File: config.mk
export PLATFORM = sky130hd
export DESIGN_NAME = modbus_input_register_poller
export DESIGN_NICKNAME = d
export VERILOG_FILES = /design/src/rtl/mirp_pkg.sv /design/src/rtl/modbus_input_register_poller.sv /design/src/rtl/mirp_tx.sv /design/src/rtl/mirp_rx.sv
export VERILOG_INCLUDE_DIRS = /design/src /design/src/rtl
export SDC_FILE = /design/constraint.sdc
export NUM_CORES = 1
export LEC_CHECK = 0
export ABC_AREA = 1
export BUFFER_PORTS_ARGS = -buffer_cell sky130_fd_sc_hd__buf_4
export CORE_MARGIN = 5
export CORE_UTILIZATION = 40
export CTS_CLUSTER_DIAMETER = 60
export DETAILED_ROUTE_END_ITERATION = 10
export PLACE_DENSITY_LB_ADDON = 0.25
export REMOVE_ABC_BUFFERS = 1
export SLEW_MARGIN = 20
export SYNTH_ARGS = -nofsm -noshare
export SYNTH_HDL_FRONTEND = slang
export SYNTH_HIERARCHICAL = 1
export SYNTH_SLANG_ARGS = --single-unit
File: constraint.sdc
create_clock -name clk -period 6.3 [get_ports clk]
set_input_delay 0.945 -clock clk [delete_from_list [all_inputs] [get_ports clk]]
set_output_delay 0.945 -clock clk [all_outputs]
set_load 0.03 [all_outputs]
File: src/rtl/modbus_input_register_poller_macros.svh
// ----------------------------------------------------------------------------
// Modbus input register poller - assertion macros
// Concurrent assertion helpers, compiled out with ASSERT_OFF.
// ----------------------------------------------------------------------------
`ifndef MODBUS_INPUT_REGISTER_POLLER_MACROS_SVH
`define MODBUS_INPUT_REGISTER_POLLER_MACROS_SVH

`ifndef ASSERT_OFF
`define MIRP_ASSERT(lbl, clk_i, rst_ni, prop) \
	lbl: assert property (@(posedge clk_i) disable iff (!rst_ni) (prop)) \
		else $error("assertion failed");
`define MIRP_ASSERT_IMPL(lbl, clk_i, rst_ni, ante, cons) \
	lbl: assert property (@(posedge clk_i) disable iff (!rst_ni) (ante) |-> (cons)) \
		else $error("assertion failed");
`else
`define MIRP_ASSERT(lbl, clk_i, rst_ni, prop)
`define MIRP_ASSERT_IMPL(lbl, clk_i, rst_ni, ante, cons)
`endif

`endif

File: src/rtl/mirp_pkg.sv
// ----------------------------------------------------------------------------
// Modbus input register poller - package
// Shared types, protocol constants and the CRC-16 byte update.
// ----------------------------------------------------------------------------
package mirp_pkg;

	localparam logic [1:0] CMD_START   = 2'd0;
	localparam logic [1:0] CMD_BYTE    = 2'd1;
	localparam logic [1:0] CMD_TIMEOUT = 2'd2;

	localparam logic KIND_TX     = 1'b0;
	localparam logic KIND_REPORT = 1'b1;

	localparam logic [2:0] ST_OK       = 3'd0;
	localparam logic [2:0] ST_NOT_CFG  = 3'd1;
	localparam logic [2:0] ST_TIMEOUT  = 3'd2;
	localparam logic [2:0] ST_INVALID  = 3'd3;
	localparam logic [2:0] ST_BAD_CRC  = 3'd4;

	localparam logic [7:0]  FUNC_READ_INPUT = 8'h04;
	localparam logic [7:0]  ADDR_MAX        = 8'd247;
	localparam logic [15:0] CRC_INIT        = 16'hFFFF;
	localparam logic [15:0] CRC_POLY        = 16'hA001;
	localparam logic [3:0]  REPLY_LEN       = 4'd9;

	typedef struct packed {
		logic               kind;
		logic [7:0]         tx_byte;
		logic               last;
		logic [2:0]         status;
		logic signed [22:0] temperature_milli;
		logic [22:0]        humidity_milli;
	} res_t;

	typedef struct packed {
		logic fire;
		logic configured;
	} rx_ctl_t;

	typedef struct packed {
		logic valid;
		res_t res;
	} rx_rep_t;

	function automatic logic [15:0] crc_feed(input logic [15:0] crc, input logic [7:0] b);
		logic [15:0] c;
		c = crc ^ {8'h00, b};
		for (int i = 0; i < 8; i++) begin
			c = c[0] ? ((c >> 1) ^ CRC_POLY) : (c >> 1);
		end
		return c;
	endfunction

endpackage

File: src/rtl/modbus_input_register_poller.sv
// ----------------------------------------------------------------------------
// Modbus input register poller - top level
// Modbus RTU read input registers master for one temperature/humidity sensor.
// ----------------------------------------------------------------------------
// Channel   Dir  tdata                                      tuser    tlast
// s_axis    in   rx_byte[7:0]                               cmd[1:0] -
// m_axis    out  tx_byte, status, temp_milli, hum_milli     kind     last
// cfg       in   cfg_wr_data = sensor address (write only)  -        -
//
// Each input transfer is held in one input register and resolved into the
// output register; a new transfer can be taken every cycle unless output
// stalls. A configured start produces eight request bytes, one per cycle
// unless stalled, so it holds the input register for eight output transfers.
// m_axis_tready low stalls the output register and any input that needs it.
// arst_n clears the pipeline valids and the receive state.
// ----------------------------------------------------------------------------
`include "modbus_input_register_poller_macros.svh"

module modbus_input_register_poller (
	input  logic        clk,
	input  logic        arst_n,
	input  logic        cfg_wr_en,
	input  logic [7:0]  cfg_wr_data,
	input  logic        s_axis_tvalid,
	output logic        s_axis_tready,
	input  logic [7:0]  s_axis_tdata,   // [7:0] rx_byte
	input  logic [1:0]  s_axis_tuser,   // [1:0] cmd
	output logic        m_axis_tvalid,
	input  logic        m_axis_tready,
	output logic [63:0] m_axis_tdata,   // [7:0] tx_byte, [10:8] status,
	                                    // [33:11] temperature_milli,
	                                    // [56:34] humidity_milli, [63:57] zero
	output logic        m_axis_tuser,   // kind
	output logic        m_axis_tlast    // last
);

	logic [7:0] sensor_addr_q;

	logic       valid_s1;
	logic [1:0] cmd_s1;
	logic [7:0] byte_s1;

	logic           out_valid_q;
	mirp_pkg::res_t out_res_q;

	logic              configured;
	logic              is_req;
	logic              out_free;
	logic              tx_step;
	logic              consume;
	logic              emit;
	logic [7:0]        tx_byte;
	logic              tx_last;
	logic [2:0]        tx_idx;
	logic [3:0]        rx_count;
	mirp_pkg::rx_ctl_t rx_ctl;
	mirp_pkg::rx_rep_t rx_rep;
	mirp_pkg::res_t    next_res;

	assign configured = (sensor_addr_q != 8'd0) && (sensor_addr_q <= mirp_pkg::ADDR_MAX);
	assign is_req     = valid_s1 && (cmd_s1 == mirp_pkg::CMD_START) && configured;
	assign out_free   = !out_valid_q || m_axis_tready;
	assign tx_step    = is_req && out_free;
	assign consume    = valid_s1 && (is_req ? (out_free && tx_last)
	                                        : (out_free || !rx_rep.valid));
	assign emit       = tx_step || (consume && rx_rep.valid);

	assign rx_ctl.fire       = consume;
	assign rx_ctl.configured = configured;

	assign s_axis_tready = !valid_s1 || consume;

	mirp_tx u_tx (
		.clk         (clk),
		.arst_n      (arst_n),
		.step        (tx_step),
		.sensor_addr (sensor_addr_q),
		.tx_byte     (tx_byte),
		.tx_last     (tx_last),
		.idx         (tx_idx)
	);

	mirp_rx u_rx (
		.clk         (clk),
		.arst_n      (arst_n),
		.ctl         (rx_ctl),
		.cmd         (cmd_s1),
		.rx_byte     (byte_s1),
		.sensor_addr (sensor_addr_q),
		.rep         (rx_rep),
		.byte_count  (rx_count)
	);

	always_comb begin
		if (is_req) begin
			next_res         = '0;
			next_res.kind    = mirp_pkg::KIND_TX;
			next_res.tx_byte = tx_byte;
			next_res.last    = tx_last;
			next_res.status  = mirp_pkg::ST_OK;
		end else begin
			next_res = rx_rep.res;
		end
	end

	always_ff @(posedge clk or negedge arst_n) begin
		if (!arst_n) begin
			sensor_addr_q <= 8'd0;
			valid_s1      <= 1'b0;
			out_valid_q   <= 1'b0;
		end else begin
			if (cfg_wr_en) begin
				sensor_addr_q <= cfg_wr_data;
			end
			if (s_axis_tready) begin
				valid_s1 <= s_axis_tvalid;
			end
			if (emit) begin
				out_valid_q <= 1'b1;
			end else if (m_axis_tready) begin
				out_valid_q <= 1'b0;
			end
		end
	end

	always_ff @(posedge clk) begin
		if (s_axis_tready && s_axis_tvalid) begin
			cmd_s1  <= s_axis_tuser;
			byte_s1 <= s_axis_tdata;
		end
		if (emit) begin
			out_res_q <= next_res;
		end
	end

	assign m_axis_tvalid = out_valid_q;
	assign m_axis_tuser  = out_res_q.kind;
	assign m_axis_tlast  = out_res_q.last;
	assign m_axis_tdata  = {7'd0, out_res_q.humidity_milli,
	                        out_res_q.temperature_milli,
	                        out_res_q.status, out_res_q.tx_byte};

	`MIRP_ASSERT_IMPL(a_mid_req_blocks_input, clk, arst_n,
		(tx_idx != 3'd0) && (tx_idx != 3'd7), !s_axis_tready)
	`MIRP_ASSERT_IMPL(a_report_is_last, clk, arst_n,
		m_axis_tvalid && (m_axis_tuser == mirp_pkg::KIND_REPORT), m_axis_tlast)
	`MIRP_ASSERT_IMPL(a_tx_status_ok, clk, arst_n,
		m_axis_tvalid && (m_axis_tuser == mirp_pkg::KIND_TX),
		m_axis_tdata[10:8] == mirp_pkg::ST_OK)
	`MIRP_ASSERT(a_rx_count_range, clk, arst_n, rx_count <= mirp_pkg::REPLY_LEN)

endmodule

File: src/rtl/mirp_tx.sv
// ----------------------------------------------------------------------------
// Modbus input register poller - request sequencer
// Emits the 8-byte read input registers request, one byte per step.
// ----------------------------------------------------------------------------
module mirp_tx (
	input  logic       clk,
	input  logic       arst_n,
	input  logic       step,
	input  logic [7:0] sensor_addr,
	output logic [7:0] tx_byte,
	output logic       tx_last,
	output logic [2:0] idx
);

	logic [2:0]  idx_q;
	logic [15:0] crc_q;

	always_comb begin
		case (idx_q)
			3'd0:    tx_byte = sensor_addr;
			3'd1:    tx_byte = mirp_pkg::FUNC_READ_INPUT;
			3'd2:    tx_byte = 8'h00;
			3'd3:    tx_byte = 8'h01;
			3'd4:    tx_byte = 8'h00;
			3'd5:    tx_byte = 8'h02;
			3'd6:    tx_byte = crc_q[7:0];
			default: tx_byte = crc_q[15:8];
		endcase
	end

	assign tx_last = (idx_q == 3'd7);
	assign idx     = idx_q;

	always_ff @(posedge clk or negedge arst_n) begin
		if (!arst_n) begin
			idx_q <= 3'd0;
			crc_q <= mirp_pkg::CRC_INIT;
		end else if (step) begin
			idx_q <= idx_q + 3'd1;
			if (tx_last) begin
				crc_q <= mirp_pkg::CRC_INIT;
			end else if (idx_q < 3'd6) begin
				crc_q <= mirp_pkg::crc_feed(crc_q, tx_byte);
			end
		end
	end

endmodule

File: src/rtl/mirp_rx.sv
// ----------------------------------------------------------------------------
// Modbus input register poller - reply receiver
// Tracks the 9-byte reply, checks header and CRC, and forms reports.
// ----------------------------------------------------------------------------
module mirp_rx (
	input  logic                clk,
	input  logic                arst_n,
	input  mirp_pkg::rx_ctl_t   ctl,
	input  logic [1:0]          cmd,
	input  logic [7:0]          rx_byte,
	input  logic [7:0]          sensor_addr,
	output mirp_pkg::rx_rep_t   rep,
	output logic [3:0]          byte_count
);

	logic        awaiting_q;
	logic [3:0]  count_q;
	logic [15:0] crc_q;
	logic        header_bad_q;
	logic [31:0] payload_q;
	logic [7:0]  crc_low_q;

	logic               take;
	logic               final_byte;
	logic signed [22:0] temp_milli;
	logic [22:0]        hum_milli;

	assign take       = (cmd == mirp_pkg::CMD_BYTE) && awaiting_q &&
	                    (count_q < mirp_pkg::REPLY_LEN);
	assign final_byte = take && (count_q == 4'd8);
	assign temp_milli = 23'(signed'(payload_q[31:16])) * 23'sd100;
	assign hum_milli  = 23'(payload_q[15:0]) * 23'd100;
	assign byte_count = count_q;

	always_comb begin
		rep = '0;
		rep.res.kind = mirp_pkg::KIND_REPORT;
		rep.res.last = 1'b1;
		case (cmd)
			mirp_pkg::CMD_START: begin
				rep.valid      = !ctl.configured;
				rep.res.status = mirp_pkg::ST_NOT_CFG;
			end
			mirp_pkg::CMD_BYTE: begin
				rep.valid = final_byte;
				if (header_bad_q) begin
					rep.res.status = mirp_pkg::ST_INVALID;
				end else if ({rx_byte, crc_low_q} != crc_q) begin
					rep.res.status = mirp_pkg::ST_BAD_CRC;
				end else begin
					rep.res.status            = mirp_pkg::ST_OK;
					rep.res.temperature_milli = temp_milli;
					rep.res.humidity_milli    = hum_milli;
				end
			end
			mirp_pkg::CMD_TIMEOUT: begin
				rep.valid      = awaiting_q;
				rep.res.status = mirp_pkg::ST_TIMEOUT;
			end
			default: begin
				rep.valid = 1'b0;
			end
		endcase
	end

	always_ff @(posedge clk or negedge arst_n) begin
		if (!arst_n) begin
			awaiting_q   <= 1'b0;
			count_q      <= 4'd0;
			crc_q        <= mirp_pkg::CRC_INIT;
			header_bad_q <= 1'b0;
		end else if (ctl.fire) begin
			if (cmd == mirp_pkg::CMD_START) begin
				awaiting_q   <= ctl.configured;
				if (ctl.configured) begin
					count_q      <= 4'd0;
					crc_q        <= mirp_pkg::CRC_INIT;
					header_bad_q <= 1'b0;
				end
			end else if (cmd == mirp_pkg::CMD_TIMEOUT) begin
				awaiting_q <= 1'b0;
			end else if (take) begin
				count_q <= count_q + 4'd1;
				if (count_q < 4'd7) begin
					crc_q <= mirp_pkg::crc_feed(crc_q, rx_byte);
				end
				if ((count_q == 4'd0) && (rx_byte != sensor_addr)) begin
					header_bad_q <= 1'b1;
				end
				if (((count_q == 4'd1) || (count_q == 4'd2)) &&
				    (rx_byte != mirp_pkg::FUNC_READ_INPUT)) begin
					header_bad_q <= 1'b1;
				end
				if (final_byte) begin
					awaiting_q <= 1'b0;
				end
			end
		end
	end

	always_ff @(posedge clk) begin
		if (ctl.fire && take) begin
			if ((count_q >= 4'd3) && (count_q <= 4'd6)) begin
				payload_q <= {payload_q[23:0], rx_byte};
			end
			if (count_q == 4'd7) begin
				crc_low_q <= rx_byte;
			end
		end
	end

endmodule
==> impl_metrics.py <==
metrics = {
    "logic_synthesis": {
        "syn_inst": 1265,
        "synth_top_area_share": 0.2951,
        "ys_seq_elements": 160,
        "syn_avg_cell_area_um2": 8.767,
        "synth_area_leaders": "edfxtp_1, ha_1, nand2_1, dfstp_2, inv_1",
        "synth_common_cells": "nand2_1, inv_1, edfxtp_1, ha_1, nor2_1",
        "ys.flop_type": "edfxtp_1",
        "synth-edff-count": 109,
        "yosysSeqAreaShare": 0.4138,
        "synth_largest_area_cell": "edfxtp_1",
        "synth-async-reset-ratio": 0.3188,
        "synthesis.area_mm2": 0.01109,
        "yosys_warnings": 6,
        "synth_cell_types": 54,
        "yosys.cell_count.top_type": "nand2_1",
    },
    "detailed_routing": {
        "viasPerCell": 4.715,
        "final_antenna_net_count": 0,
        "routedWlPerCell_um": 13.41,
        "via_count": 8219,
        "drt_first_pass_iters": 4,
        "routed_wirelength_um": 23370,
        "drc": 0,
        "drt-initial-drc-count": 420,
    },
    "finish": {
        "fill_cells": 2728,
        "diodes": 0,
        "syn_to_final_growth_pct": 13.32,
        "multi_input_area_mm2": 0.005404,
        "fin_nets": 1509,
        "drive_gt1_frac": 0.1582,
        "finish.utilization": 0.4562,
        "seq_area_mm2": 0.004589,
    },
    "worst_setup_path": {
        "cp_data_required_time_ns": 6.48,
        "worstRegToRegCells": 18,
        "crit_chain": "ha_1 -> fa_1 -> ha_1 -> ha_1 -> inv_1 -> fa_1 -> inv_1 -> nand3_1 -> nand2_1 -> a21oi_1 -> inv_1 -> a21o_1 -> nand3_1 -> nand2_1 -> nor2_1 -> nor2_1 -> nand2_1 -> inv_1",
        "ff2ff_setup_slack_ns": 2.89,
        "cpPeakStageDelay_ns": 0.47,
        "critPathKind": "flop to flop",
        "worstReg2RegStart": "u_rx/payload_q[17]",
        "crit_path_frequent_cell": "inv_1",
        "cp.arrival_ns": 3.60,
        "path_max_fanout": 4,
        "cp-end-kind": "flop",
        "worstReg2RegEnd": "m_axis_tdata[30]",
        "worst_path_max_delay_cell": "fa_1",
        "start_kind": "flop",
    },
    "global_routing": {
        "grt_pass1_vias": 8191,
        "grt_overflow_total": 0,
        "antenna_found_initial": 0,
        "grt_pass1_wl_um": 39810,
        "grt.total_usage": 0.1561,
        "grt_max_degree": 63,
    },
    "cts": {
        "cts_tree": "built",
        "cts_root_buffer": "clkbuf_16",
        "numCtsBuffers": 17,
        "cts-resized-gates": 0,
        "clockBufferDepth": 2,
        "clk_transition_reported_paths_ns": 0.06,
        "postCtsHoldBufs": 0,
        "htreeDepth": 4,
        "post_cts_buffers": 0,
        "clkSinkCount": 160,
        "clk_latency_ns": 0.43,
    },
    "sta": {
        "slew_violations": 0,
        "period_minus_slack_ns": 3.412,
        "slew_headroom": 0.3799,
        "fin_setup_tns_ns": 0,
        "fmax_mhz": 293.1,
        "grt_setup_unrepaired": "no",
        "fin_skew_ns": 0.01731,
        "holdWs_ns": 0.4964,
        "period_share": 0.5416,
        "finalHoldViolCount": 0,
        "setup_violations": 0,
        "worst_slew_pin_slew_ns": 0.9302,
    },
    "floorplanning": {
        "die_height_um": 176.5,
        "rows": 61,
        "die_x_um": 176.5,
        "num_io_pins": 91,
        "die_area_mm2": 0.03116,
        "coreArea_mm2": 0.02755,
        "start_util": 0.4025,
    },
    "power": {
        "p_leak_nw": 6.382,
        "powerDensity_mw_per_mm2": 327.7,
        "power.total_mw": 4.119,
        "irDropWorstVdd_mv": 0.2298,
    },
    "placed_design": {
        "place.gp.congestion": 0.8574,
        "dp_hpwl_um": 17580,
        "numPortBuffers": 83,
    },
    "min_path": {
        "whs_endpoint": "u_tx/crc_q[4]",
        "min_from": "u_tx/crc_q[12]",
        "hold_path.class": "flop to flop",
        "hold_depth": 2,
    },
    "run_status": {
        "outcome": "finished, final reports clean",
    },
    "flow_run": {
        "cap_violations": 0,
    },
}
==> power breakdown <==
part	switching (mW)	total [mW]	internal [mW]
combinational	1.05	1.60	0.549
sequential	0.158	1.51	1.35
clock	0.431	1.02	0.585
==> sequential cells by signal (all words and copies together) (netlist names), 2 cells and up <==
register and cells:
u_tx/idx 3, u_tx/crc_q 16, u_rx/payload_q 32, u_rx/crc_low_q 8
sensor_addr_q 8, u_rx/byte_count 4, u_rx/crc_q 16, cmd_s1 2
m_axis_tdata 57, byte_s1 8
==> placed cells by master (no fill, tap or decap), drive strengths merged, types with 11 or more instances in the layout <==
cell type,synthesis,routed
o22ai,11,11
clkbuf,2,22
nand2,320,320
nor3,14,14
fa,25,25
a22oi,12,12
xor2,13,13
nand4,12,12
ha,109,109
inv,232,232
o21ai,42,42
nor2,98,98
dfstp,32,32
nand3,68,68
xnor2,23,23
edfxtp,109,109
a21oi,56,56
buf,35,87
dfrtp,19,19
conb,3,21
==> logic make-up (layout without fill, tap and decap cells) <==
logic type | count (synthesis) | count (layout) | share of synthesized area
xor gates and xnor gates | 36 | 36 | 0.02843
other | 3 | 21 | 0.001015
buffers and inverters | 270 | 352 | 0.1057
adders and majority gates | 134 | 134 | 0.1681
DFF | 160 | 160 | 0.4138
and+or+nand+nor | 524 | 524 | 0.2107
AOI/OAI and AO/OA | 138 | 138 | 0.07220
==> worst max-delay path: cells and delay by family, from the launching register on <==
family	cells	cell delay (ns)
fa+ha+maj	5	1.53
simple gates	7	0.49
compound gates	2	0.46
flops	1	0.44
buf+inv	4	0.26
==> cell type report <==
type | count | share of cell area
multi-input combinational | 853 | 0.4300
sequential | 160 | 0.3652
inverter | 233 | 0.06989
timing repair buffer | 87 | 0.05197
clock buffer | 22 | 0.03863
tap | 378 | 0.03763
clock inverter | 10 | 0.006770
==> how the worst max path moves through the flow <==
stage / startpoint / endpoint / cells past startpoint
3_5_place_dp: u_rx/payload_q[17] / m_axis_tdata[30] / 18
4_1_cts: u_rx/payload_q[17] / m_axis_tdata[30] / 18
6_report: u_rx/payload_q[17] / m_axis_tdata[30] / 18
2_1_floorplan: m_axis_tready / u_rx/payload_q[0] / 8
3_3_place_gp: u_rx/payload_q[17] / m_axis_tdata[30] / 18
5_1_grt: u_rx/payload_q[17] / m_axis_tdata[30] / 18
==> layer usage <==
metal	up-vias	global-route usage	part of all wire	wire [µm]
li1	4211	-	-	-
met1	3851	0.2071	0.48	11170
met2	135	0.2670	0.48	11160
met3	22	0.02719	0.034	790
met4	0	0.03740	0.011	252
met5	-	0	0	0
==> per-stage QoR <==
stage / cell area, µm² / cells / worst slack [ns]
after floorplan: 10860 / 1246 / 1.993
after global routing: 12570 / 1743 / 2.606
after global placement: 12000 / 1711 / 2.932
final: 12570 / 1743 / 2.888
after detailed placement: 12000 / 1711 / 2.871
after CTS: 12570 / 1743 / 2.860
Note: power is estimated with default switching activity, not from simulation.
